<file path="config.mk">
export PLATFORM = sky130hd
export DESIGN_NAME = knn_cell
export DESIGN_NICKNAME = d
export VERILOG_FILES = /design/src/knn_pkg.sv /design/src/knn_cell.sv
export SDC_FILE = /design/constraint.sdc
export NUM_CORES = 1
export LEC_CHECK = 0
export BUFFER_PORTS_ARGS = -buffer_cell sky130_fd_sc_hd__buf_2
export CORE_MARGIN = 2
export CORE_UTILIZATION = 35
export CTS_CLUSTER_DIAMETER = 150
export DETAILED_ROUTE_END_ITERATION = 10
export PLACE_DENSITY = 0.76
export SKIP_CTS_REPAIR_TIMING = 1
export SLEW_MARGIN = 15
export SYNTH_ARGS = -nofsm -noshare
export SYNTH_HDL_FRONTEND = slang
export SYNTH_SLANG_ARGS = --single-unit
</file>
<file path="constraint.sdc">
create_clock -name clk -period 5.7 [get_ports clk]
set_input_delay 0.855 -clock clk [delete_from_list [all_inputs] [get_ports clk]]
set_output_delay 0.855 -clock clk [all_outputs]
set_load 0.005 [all_outputs]
</file>
<file path="src/knn_pkg.sv">
// Package for the k-nearest-neighbor search unit: sizes, codes and entry type
// shared by the top level and the sorting cells, and the ordering function the cells use.
// No dependencies.
`timescale 1ns / 1ps
package knn_pkg;

    localparam int MAX_ENTRIES = 1024;
    localparam int MAX_DIM     = 128;
    localparam int MAX_K       = 64;

    localparam int ID_W    = 32;
    localparam int ELEM_VW = 16;
    localparam int DIST_W  = 40;
    localparam int LEN_W   = 8;
    localparam int NCNT_W  = 7;
    localparam int CFG_W   = 8;
    localparam int SQ_W    = 34;

    localparam int SLOT_W = $clog2(MAX_ENTRIES);
    localparam int ELEM_W = (MAX_DIM > 1) ? $clog2(MAX_DIM) : 1;
    localparam int CNT_W  = $clog2(MAX_DIM + 2);
    localparam int K_W    = $clog2(MAX_K + 1);
    localparam int STORE_DEPTH = MAX_ENTRIES << ELEM_W;

    localparam int VL_RESET = 128;
    localparam int NC_RESET = 8;

    typedef enum logic [1:0] {
        ACT_ADD    = 2'd0,
        ACT_REMOVE = 2'd1,
        ACT_QUERY  = 2'd2,
        ACT_NONE   = 2'd3
    } knn_action_t;

    typedef enum logic [2:0] {
        STAT_OK       = 3'd0,
        STAT_LEN      = 3'd1,
        STAT_NOTFOUND = 3'd2,
        STAT_FULL     = 3'd3,
        STAT_EMPTY    = 3'd4
    } knn_status_t;

    typedef enum logic {
        CFG_VLEN = 1'b0,
        CFG_NCNT = 1'b1
    } knn_cfg_idx_t;

    typedef enum logic [3:0] {
        ST_CLR,
        ST_IDLE,
        ST_RD,
        ST_CHK,
        ST_FIN,
        ST_ELEM,
        ST_DRAIN,
        ST_INS,
        ST_QEND,
        ST_CP,
        ST_CPEND,
        ST_RESP,
        ST_EMIT
    } knn_state_t;

    // One ranked candidate
    typedef struct packed {
        logic                     vld;
        logic [DIST_W-1:0]        score;
        logic signed [ID_W-1:0]   id;
    } knn_ent_t;

    // Controls broadcast along the cell row
    typedef struct packed {
        logic clear;
        logic insert;
        logic shift;
    } knn_ctl_t;

    // Candidate ranks ahead of held entry: held entry empty, or smaller distance, then smaller id
    function automatic logic knn_better(input knn_ent_t c, input knn_ent_t m);
        logic res;
        res = !m.vld || (c.score < m.score) || ((c.score == m.score) && (c.id < m.id));
        return res;
    endfunction

endpackage

</file>
<file path="src/knn_cell.sv">
// One cell of the sorted best-candidate row: holds one ranked entry, takes a
// new candidate or its upper neighbor's entry on insert, and the lower one on shift.
// Depends on knn_pkg.
`timescale 1ns / 1ps
module knn_cell (
    input  logic               clk,
    input  logic               rst_n,
    input  knn_pkg::knn_ctl_t  ctl,
    input  knn_pkg::knn_ent_t  cand,
    input  knn_pkg::knn_ent_t  prev,
    input  logic               prev_take,
    input  knn_pkg::knn_ent_t  nxt,
    output knn_pkg::knn_ent_t  ent,
    output logic               take
);
    import knn_pkg::*;

    logic                   vld_reg;
    logic [DIST_W-1:0]      dist_reg;
    logic signed [ID_W-1:0] id_reg;

    assign ent.vld   = vld_reg;
    assign ent.score = dist_reg;
    assign ent.id    = id_reg;

    // candidate outranks the held entry
    assign take = knn_better(cand, ent);

    // hold valid flag
    always_ff @(posedge clk or negedge rst_n)
    begin
        if (!rst_n)
        begin
            vld_reg <= 1'b0;
        end
        else if (ctl.clear)
        begin
            vld_reg <= 1'b0;
        end
        else if (ctl.shift)
        begin
            vld_reg <= nxt.vld;
        end
        else if (ctl.insert)
        begin
            if (prev_take)
            begin
                vld_reg <= prev.vld;
            end
            else if (take)
            begin
                vld_reg <= 1'b1;
            end
        end
    end

    // move payload down on insert, up on shift
    always_ff @(posedge clk)
    begin
        if (ctl.shift)
        begin
            dist_reg <= nxt.score;
            id_reg   <= nxt.id;
        end
        else if (ctl.insert)
        begin
            if (prev_take)
            begin
                dist_reg <= prev.score;
                id_reg   <= prev.id;
            end
            else if (take)
            begin
                dist_reg <= cand.score;
                id_reg   <= cand.id;
            end
        end
    end
endmodule

</file>
Word level (Yosys, flattened, before mapping)
Index checks and enable logic that the tools add are counted.

Word-level logic and storage cells: 29. Flip-flop bits (word level): 73.

Multiplexer cells: 13. $lt $le $gt $ge: 2. Eq/ne operators: 1. Reduce and logical (&&, ||, !) cells: 10.

Operators with widths (count): $mux 40 (4); $mux 32 (4); $eq 40x40->1 (1); $lt 40x40->1 (1); $lt 32x32->1 (1); $reduce_bool 3->1 (2); $mux 1 (5); $reduce_and 2->1 (2); $reduce_bool 4->1 (1); $logic_or 1x1->1 (2); $reduce_bool 2->1 (1); $logic_and 1x1->1 (1); $logic_not 1->1 (1).

Depth between registers and ports, before layout
Gate-level depths: netlist of run 1.

Depth in word-level cells: 8. Mapped depth: 10.

Worst setup path after synthesis of run 1
Ideal clock, no wire load.

Path type: input port to flip-flop. Start point: in cand[71] (netlist name). End point: reg vld_reg. Library setup time: 0.074 ns. Arrival time: 4.829 ns. Required time: 5.626 ns. Buffers on the path: 0. Stages: 9. Slack: 0.797 ns. Cell sequence: ha_1 -> nand4_1 -> nor4_2 -> nand2_1 -> or3_1 -> nor2_1 -> mux2i_1 -> a41oi_2 -> mux2_4.

Word-level cells in the longest chain between the ends: 5. Elaborated cells on any way between the ends: 7.

Ends and longest elaborated chain: start, declared (RTL line knn_cell.sv:9) `input knn_pkg::knn_ent_t cand,`; $lt 40x40->1 or $eq 40x40->1 (tied branches) (RTL line knn_pkg.sv:81) `res = !m.vld || (c.score < m.score) || ((c.score == m.score) && (c.id < m.id));`; $logic_or 1x1->1 or $logic_and 1x1->1 (tied branches) (RTL line knn_pkg.sv:81); $logic_or 1x1->1 (*) (RTL line knn_pkg.sv:81); $reduce_bool 4->1 (no source line) (*); $reduce_and 2->1 (no source line) (*); end signal, assigned (RTL line knn_cell.sv:42) `vld_reg <= nxt.vld;`; end signal, assigned (RTL line knn_cell.sv:48) `vld_reg <= prev.vld;`; end, declared (RTL line knn_cell.sv:18) `logic vld_reg;`.

Every way passes the cells marked *; elsewhere a longest branch is shown, timed or not. A chain may end at the register's enable or synchronous reset.

Worst setup path after layout of run 1
Start point: in cand[70] (netlist name). End point: out take.

Word-level cells in the longest chain between the ends: 3. Elaborated cells on any way between the ends: 5.

Ends and longest elaborated chain: $lt 40x40->1 or $eq 40x40->1 (tied branches) (RTL line knn_pkg.sv:81); $logic_or 1x1->1 or $logic_and 1x1->1 (tied branches) (RTL line knn_pkg.sv:81); $logic_or 1x1->1 (*) (RTL line knn_pkg.sv:81); end, declared (RTL line knn_cell.sv:14) `output logic take`.

Marks and branches as above.

==> impl_metrics.yaml, run 1 <==
clock_network:
  cts_root_buffer: "sky130_fd_sc_hd__clkbuf_16"
  cts-root-to-sink-buffers: 2
  tritoncts_buffers: 9
  clkSlewWorstSetupHoldPaths_ps: 60
  h_tree_levels: 3
  clock_insertion_delay_worst_skew_ps: 340
  cts_tree: "built"
  cts_sinks: 73
power:
  power.static_leakage_nw: 4.01
  power_density_nw_per_um2: 240
  ir_worst_vdd_mv: 0.144
setup_path:
  class_of_the_most_critical_setup_path: "primary input to primary output"
  reg2reg_setup_slack_ps: 2390
  worst_r2r_src: "dist_reg[38]$_DFFE_PP_"
  cp_required_ps: 4850
  worst_ep_arrival_time_ps: 3050
  path_max_fanout: 3
  setup_crit_start_kind: "primary input"
  critPathCaptureType: "primary output"
  timing.reg2reg.worst_path_depth: 11
  reg2reg_to: "vld_reg$_DFFE_PN0P_"
floorplanning:
  ioPinCount: 299
  initial_core_util_pct: 35.4
  placement_rows: 46
  core_region_area_um2: 15700
  die-area_um2: 16900
  chipWidth_um: 130
  die_height_um: 130
grt:
  grt_first_pass_wirelength_um: 23500
  vias_in_the_first_global_route: 4713
  global_route.usage.total_pct: 18.2
  antenna_found_initial: 0
  maximum_number_of_pins_on_one_net_before_global_route_repair: 77
  grt-ovfl-total: 0
layout:
  final_core_util_pct: 48.6
  largest_register_ffs: 40
  antenna_diodes: 0
  finalNetCount: 1156
  final_layout_size_suffix_gt1_share_pct: 37.2
  filler_cell_count: 1505
  area_growth_syn_to_layout_pct: 37.3
synthesis:
  most_numerous_cell_types_in_the_synthesized_netlist: "84 x sky130_fd_sc_hd__nand2_1, 75 x sky130_fd_sc_hd__inv_1, 74 x sky130_fd_sc_hd__o21ai_0"
  syn-num-nets: 870
  yosys.cell_count.top_type: "sky130_fd_sc_hd__nand2_1"
  yosysUniqueCellTypes: 40
  postSynthCellCount: 574
  synth_top_area_cell: "sky130_fd_sc_hd__edfxtp_1"
  avgSynthCellArea_um2: 9.66
  ys_seq_area_share_pct: 39.4
  ys_warn_count: 0
  synth.cell_area_um2: 5550
  synth_async_sr_flop_share_pct: 1.37
  number_of_enable_flip_flop_cells_after_synthesis: 72
  synth_seq_cells: 73
  synthFlopType: "sky130_fd_sc_hd__edfxtp_1"
  area_share_of_the_largest_cell_type_after_synthesis_pct: 39.0
  post_synth_main_area_contributors: "sky130_fd_sc_hd__edfxtp_1 39%, sky130_fd_sc_hd__ha_1 16%, sky130_fd_sc_hd__mux2i_1 13%"
drt:
  routed-via-count: 5176
  firstDrtPassIters: 6
  ant_nets: 0
  viasPerCell: 4.79
  detail_route.wl_per_cell_um: 14.7
  remaining_drc_errors: 0
  totalWireLength_um: 15900
  initial_drc_count: 158
timing:
  final.setup.worst_slack_ps: 1790
  rsz0062_at_grt: "false"
  setup_viol_count_final: 0
  worst_slew_pin_slew_ps: 684
  final_max_slew_viol_count: 0
  finalClockSkew_ps: 7.49
  fin_crit_sh_pct: 68.5
  final.hold.worst_slack_ps: 288
  hold_viol: 0
  fmax_mhz: 256
  period_needed_ps: 3910
  timing.max_slew.rel_slack_pct: 54.4
  setup_tns_final_ps: 0
placed_design:
  place.gp.congestion: 0.814
  dp_worst_setup_slack_ps: 1740
  detailed_place_hpwl_um: 12800
  port-buffer-count: 297
flow_run:
  max_cap_violations: 0
run_status:
  run_status: "finished clean"
min_path:
  hold_class: "primary input to asynchronous set/reset pin"
-- how the worst max path moves through the flow --
stage	endpoint	startpoint	depth (start not counted)	slack, ps
final	take	cand[70]	10	1790
after global routing	take	cand[71]	10	1630
after floorplan	vld_reg$_DFFE_PN0P_	cand[71]	9	800
after CTS	take	cand[70]	10	1740
after global placement	take	cand[70]	10	1750
after detailed placement	vld_reg$_DFFE_PN0P_	cand[71]	11	1740
-- per-stage QoR --
stage          area [um2]  power [mW]  cells
3_5_place_dp         7260        1.15   1065
6_report             7610        1.82   1081
3_3_place_gp         7260        1.14   1065
5_1_grt              7610        1.94   1081
4_1_cts              7610        1.85   1081
2_1_floorplan        5550       0.939    574
-- logic make-up after synthesis --
logic type      after synthesis  synth area share, %
flops                        73                 39.4
fa+ha+maj                    71                 16.0
compound gates              132                 14.2
simple gates                124                 10.0
mux                          74                 13.4
buf+inv                     100                 6.84
-- area by class of cell --
type | count | area, um2 | share of cell area, %
repair buffers | 300 | 1530 | 20.0
flip-flops and latches | 73 | 2190 | 28.7
clock inverters | 7 | 133 | 1.74
inverters | 75 | 282 | 3.70
clock buffers | 9 | 225 | 2.96
multi-input cells | 401 | 2990 | 39.3
well taps | 216 | 270 | 3.55
-- report_power, final --
group | switching (mW) | internal, mW
logic | 0.233 | 0.214
registers | 0.0266 | 0.659
clock network | 0.222 | 0.468
total | 0.482 | 1.34
-- cells in the final DEF (no fill, tap or decap), types with 2 or more instances in the layout --
| master | netlist | routed |
|---|---|---|
| sky130_fd_sc_hd__edfxtp_1 | 72 | 72 |
| sky130_fd_sc_hd__nor2_1 | 10 | 10 |
| sky130_fd_sc_hd__a21o_1 | 13 | 13 |
| sky130_fd_sc_hd__ha_1 | 71 | 71 |
| sky130_fd_sc_hd__buf_4 | 1 | 4 |
| sky130_fd_sc_hd__inv_1 | 75 | 75 |
| sky130_fd_sc_hd__clkinv_1 | 0 | 2 |
| sky130_fd_sc_hd__and4_1 | 2 | 2 |
| sky130_fd_sc_hd__o211ai_1 | 4 | 4 |
| sky130_fd_sc_hd__a21oi_1 | 22 | 22 |
| sky130_fd_sc_hd__buf_2 | 0 | 295 |
| sky130_fd_sc_hd__mux2i_1 | 73 | 73 |
| sky130_fd_sc_hd__nand3_1 | 6 | 6 |
| sky130_fd_sc_hd__o21a_1 | 2 | 2 |
| sky130_fd_sc_hd__nor2b_1 | 2 | 2 |
| sky130_fd_sc_hd__a211oi_1 | 3 | 3 |
| sky130_fd_sc_hd__clkbuf_16 | 0 | 9 |
| sky130_fd_sc_hd__bufinv_16 | 0 | 4 |
| sky130_fd_sc_hd__o21ai_0 | 74 | 74 |
| sky130_fd_sc_hd__o21ai_1 | 3 | 3 |
| sky130_fd_sc_hd__nand2_1 | 84 | 84 |
| sky130_fd_sc_hd__nand4_1 | 12 | 12 |
-- critical path: stages --
cell                      delay [ps]
sky130_fd_sc_hd__buf_2           120
sky130_fd_sc_hd__ha_1            310
sky130_fd_sc_hd__nand4_1         200
sky130_fd_sc_hd__nor4_2          450
sky130_fd_sc_hd__nand2_1         160
sky130_fd_sc_hd__or3_1           450
sky130_fd_sc_hd__nor2_1          110
sky130_fd_sc_hd__mux2i_1         120
sky130_fd_sc_hd__nand3_1         130
sky130_fd_sc_hd__buf_2           130
-- metal layers --
metal | track usage [%] | routed length (um)
met5 | 0 | 0
met4 | 6.20 | 293
met3 | 5.86 | 1250
met2 | 32.1 | 7820
met1 | 20.8 | 6510
Power figures use the tool's default switching activity.
==> run 2: changes to the inputs <==
Settings changed: ABC_AREA from default to 1.
Clock period 5.7 ns to 3.84 ns, I/O delays scaled along.
==> run 2 against run 1 <==
Compared with the run above:
- clock skew is 2.3 ps higher
- synthesized area grew 0.43%
- via count increased by 13%
- non-clock buffer count grew 5
==> impl_metrics.yaml, run 2 <==
timing:
  setup_viol_count_final: 0
  timing.max_slew.rel_slack_pct: 40.9
  fmax_mhz: 357
  rsz0062_at_grt: "false"
  final.setup.worst_slack_ps: 1040
  worst_slew_pin_slew_ps: 886
  hold_viol: 0
  final.hold.worst_slack_ps: 555
  setup_tns_final_ps: 0
  period_needed_ps: 2800
  finalClockSkew_ps: 9.81
  final_max_slew_viol_count: 0
  fin_crit_sh_pct: 72.9
setup_path:
  critical_path_depth: 11
  class_of_the_most_critical_setup_path: "flop to primary output"
  path_max_fanout: 3
  timing.critical_path.cells: "inv_1 > ha_1 > nand2_1 > nor2_1 > nand2_2 > nor2_2 > nand3_2 > nor4_2 > nand3_2 > nand2_1 > buf_2"
  worst_r2r_src: "dist_reg[33]$_DFFE_PP_"
  cp_required_ps: 3260
  cpLargestDelayFamily: "simple AND/OR/NAND/NOR gates"
  setup_crit_start_kind: "flop"
  worstSetupStartpoint: "dist_reg[33]$_DFFE_PP_"
  reg2reg_setup_slack_ps: 1120
  timing.reg2reg.worst_path_depth: 13
  max_stage_delay_ps: 340
  cp_slowest_cell: "sky130_fd_sc_hd__edfxtp_1"
  worst_ep_arrival_time_ps: 2220
  critPathBufInv: 2
  critPathCaptureType: "primary output"
drt:
  routed-via-count: 5839
  firstDrtPassIters: 4
  detail_route.wl_per_cell_um: 14.7
  viasPerCell: 4.81
  totalWireLength_um: 17800
  initial_drc_count: 202
  ant_nets: 0
  remaining_drc_errors: 0
synthesis:
  ys_warn_count: 0
  synth.cell_area_um2: 5570
  ys_seq_area_share_pct: 39.3
  synth_seq_cells: 73
  area_share_of_the_largest_cell_type_after_synthesis_pct: 38.8
  synth_top_area_cell: "sky130_fd_sc_hd__edfxtp_1"
  avgSynthCellArea_um2: 7.85
  synth_async_sr_flop_share_pct: 1.37
  syn-num-nets: 1005
  yosys.cell_count.top_type: "sky130_fd_sc_hd__a21oi_1"
  most_numerous_cell_types_in_the_synthesized_netlist: "182 x sky130_fd_sc_hd__a21oi_1, 130 x sky130_fd_sc_hd__nand2_1, 89 x sky130_fd_sc_hd__nor2_1"
  number_of_enable_flip_flop_cells_after_synthesis: 72
  postSynthCellCount: 709
  post_synth_main_area_contributors: "sky130_fd_sc_hd__edfxtp_1 39%, sky130_fd_sc_hd__a21oi_1 16%, sky130_fd_sc_hd__ha_1 16%"
  yosysUniqueCellTypes: 25
  synthFlopType: "sky130_fd_sc_hd__edfxtp_1"
clock_network:
  h_tree_levels: 3
  cts_tree: "built"
  clock_insertion_delay_worst_skew_ps: 340
  cts_sinks: 73
  cts-root-to-sink-buffers: 2
  cts_root_buffer: "sky130_fd_sc_hd__clkbuf_16"
  tritoncts_buffers: 9
  clkSlewWorstSetupHoldPaths_ps: 60
power:
  ir_worst_vdd_mv: 0.175
  power.total_mw: 2.51
  power.static_leakage_nw: 3.91
  power_density_nw_per_um2: 333
placed_design:
  placed_instances: 1196
  detailed_place_hpwl_um: 13700
  dp_worst_setup_slack_ps: 712
  place.gp.congestion: 0.780
  port-buffer-count: 297
floorplanning:
  core_region_area_um2: 15700
  initial_core_util_pct: 35.4
  ioPinCount: 299
  placement_rows: 46
  die_height_um: 130
  die-area_um2: 16900
  chipWidth_um: 130
layout:
  final_layout_size_suffix_gt1_share_pct: 33.3
  most-common-layout-cells: "297 x sky130_fd_sc_hd__buf_2, 182 x sky130_fd_sc_hd__a21oi_1, 130 x sky130_fd_sc_hd__nand2_1"
  finalNetCount: 1288
  area_growth_syn_to_layout_pct: 35.2
  final_non_filler_cells: 1213
  filler_cell_count: 1562
  leading_cell_type_in_the_layout_fill_and_taps_excluded: "sky130_fd_sc_hd__buf_2"
  antenna_diodes: 0
  largest_register_ffs: 40
min_path:
  hold_class: "primary input to asynchronous set/reset pin"
grt:
  maximum_number_of_pins_on_one_net_before_global_route_repair: 76
  grt-ovfl-total: 0
  vias_in_the_first_global_route: 5700
  global_route.usage.total_pct: 20.5
  antenna_found_initial: 0
  grt_first_pass_wirelength_um: 27100
flow_run:
  max_cap_violations: 0
run_status:
  run_status: "finished clean"
==> run 2: cell count changes after synthesis, sizes merged, moves of 12 or more <==
cell,delta
a21o,-12
a21oi,+160
inv,+12
mux2i,-73
nand2,+48
nor2,+84
o21ai,-64
==> run 2: path summary, 6_finish.rpt <==
| kind | endpoint |
|---|---|
| min reg2reg | vld_reg$_DFFE_PN0P_ |
| max in group asynchronous | vld_reg$_DFFE_PN0P_ |
| min | vld_reg$_DFFE_PN0P_ |
| max reg2reg | dist_reg[19]$_DFFE_PP_ |
| min in group clk | dist_reg[10]$_DFFE_PP_ |
| max | take |
==> run 2: final cells by class <==
cell class,count,area [um2],area share [%]
inverter,87,328,4.35
sequential,73,2190,29.1
timing repair buffer,305,1550,20.6
clock buffer,9,225,2.99
clock inverter,7,61.3,0.814
multi-input combinational,516,2910,38.6
tap,216,270,3.59
==> run 2: cells by family (layout without fill, tap and decap cells) <==
| logic type | after synthesis | in the layout | synth area share [%] |
|---|---|---|---|
| AND/OR/NAND/NOR | 246 | 246 | 18.0 |
| adder cells (fa/ha/maj) | 71 | 71 | 16.0 |
| AO/OA/AOI/OAI | 199 | 199 | 18.3 |
| buffers and inverters | 120 | 408 | 8.52 |
| flip-flops | 73 | 73 | 39.3 |
==> run 2: per-layer routing <==
| metal | share of wire, % | up-vias | track usage [%] | wire length (um) |
|---|---|---|---|---|
| met2 | 50 | 257 | 37.6 | 8930 |
| met1 | 40 | 2596 | 23.5 | 7140 |
| met5 | 0 | - | 0 | 0 |
| met4 | 1.8 | 0 | 6.89 | 319 |
| li1 | - | 2963 | - | - |
| met3 | 8.1 | 23 | 4.92 | 1450 |
==> run 2: power by group <==
part | switching, mW | total, mW | internal, mW
Sequential | 0.0375 | 1.01 | 0.973
Combinational | 0.368 | 0.660 | 0.292
Clock | 0.341 | 0.836 | 0.495
==> run 2: stage by stage <==
| step | utilization (%) | area, um2 |
|---|---|---|
| after floorplan | - | 5570 |
| after global placement | 46.0 | 7230 |
| after detailed placement | 46.0 | 7230 |
| after CTS | 47.9 | 7520 |
| after global routing | 47.9 | 7530 |
| final | 47.9 | 7530 |
==> run 2: worst reg2reg max path: stages (launching register included) <==
cell and delay (ps):
sky130_fd_sc_hd__edfxtp_1 340, sky130_fd_sc_hd__inv_1 50, sky130_fd_sc_hd__ha_1 280, sky130_fd_sc_hd__nand2_1 50, sky130_fd_sc_hd__nor2_1 190, sky130_fd_sc_hd__nand2_2 90, sky130_fd_sc_hd__nor2_2 150, sky130_fd_sc_hd__nand3_2 110
sky130_fd_sc_hd__nor4_2 260, sky130_fd_sc_hd__nand3_2 150, sky130_fd_sc_hd__nand3_2 90, sky130_fd_sc_hd__a21oi_1 70, sky130_fd_sc_hd__clkinv_2 50, sky130_fd_sc_hd__buf_4 440
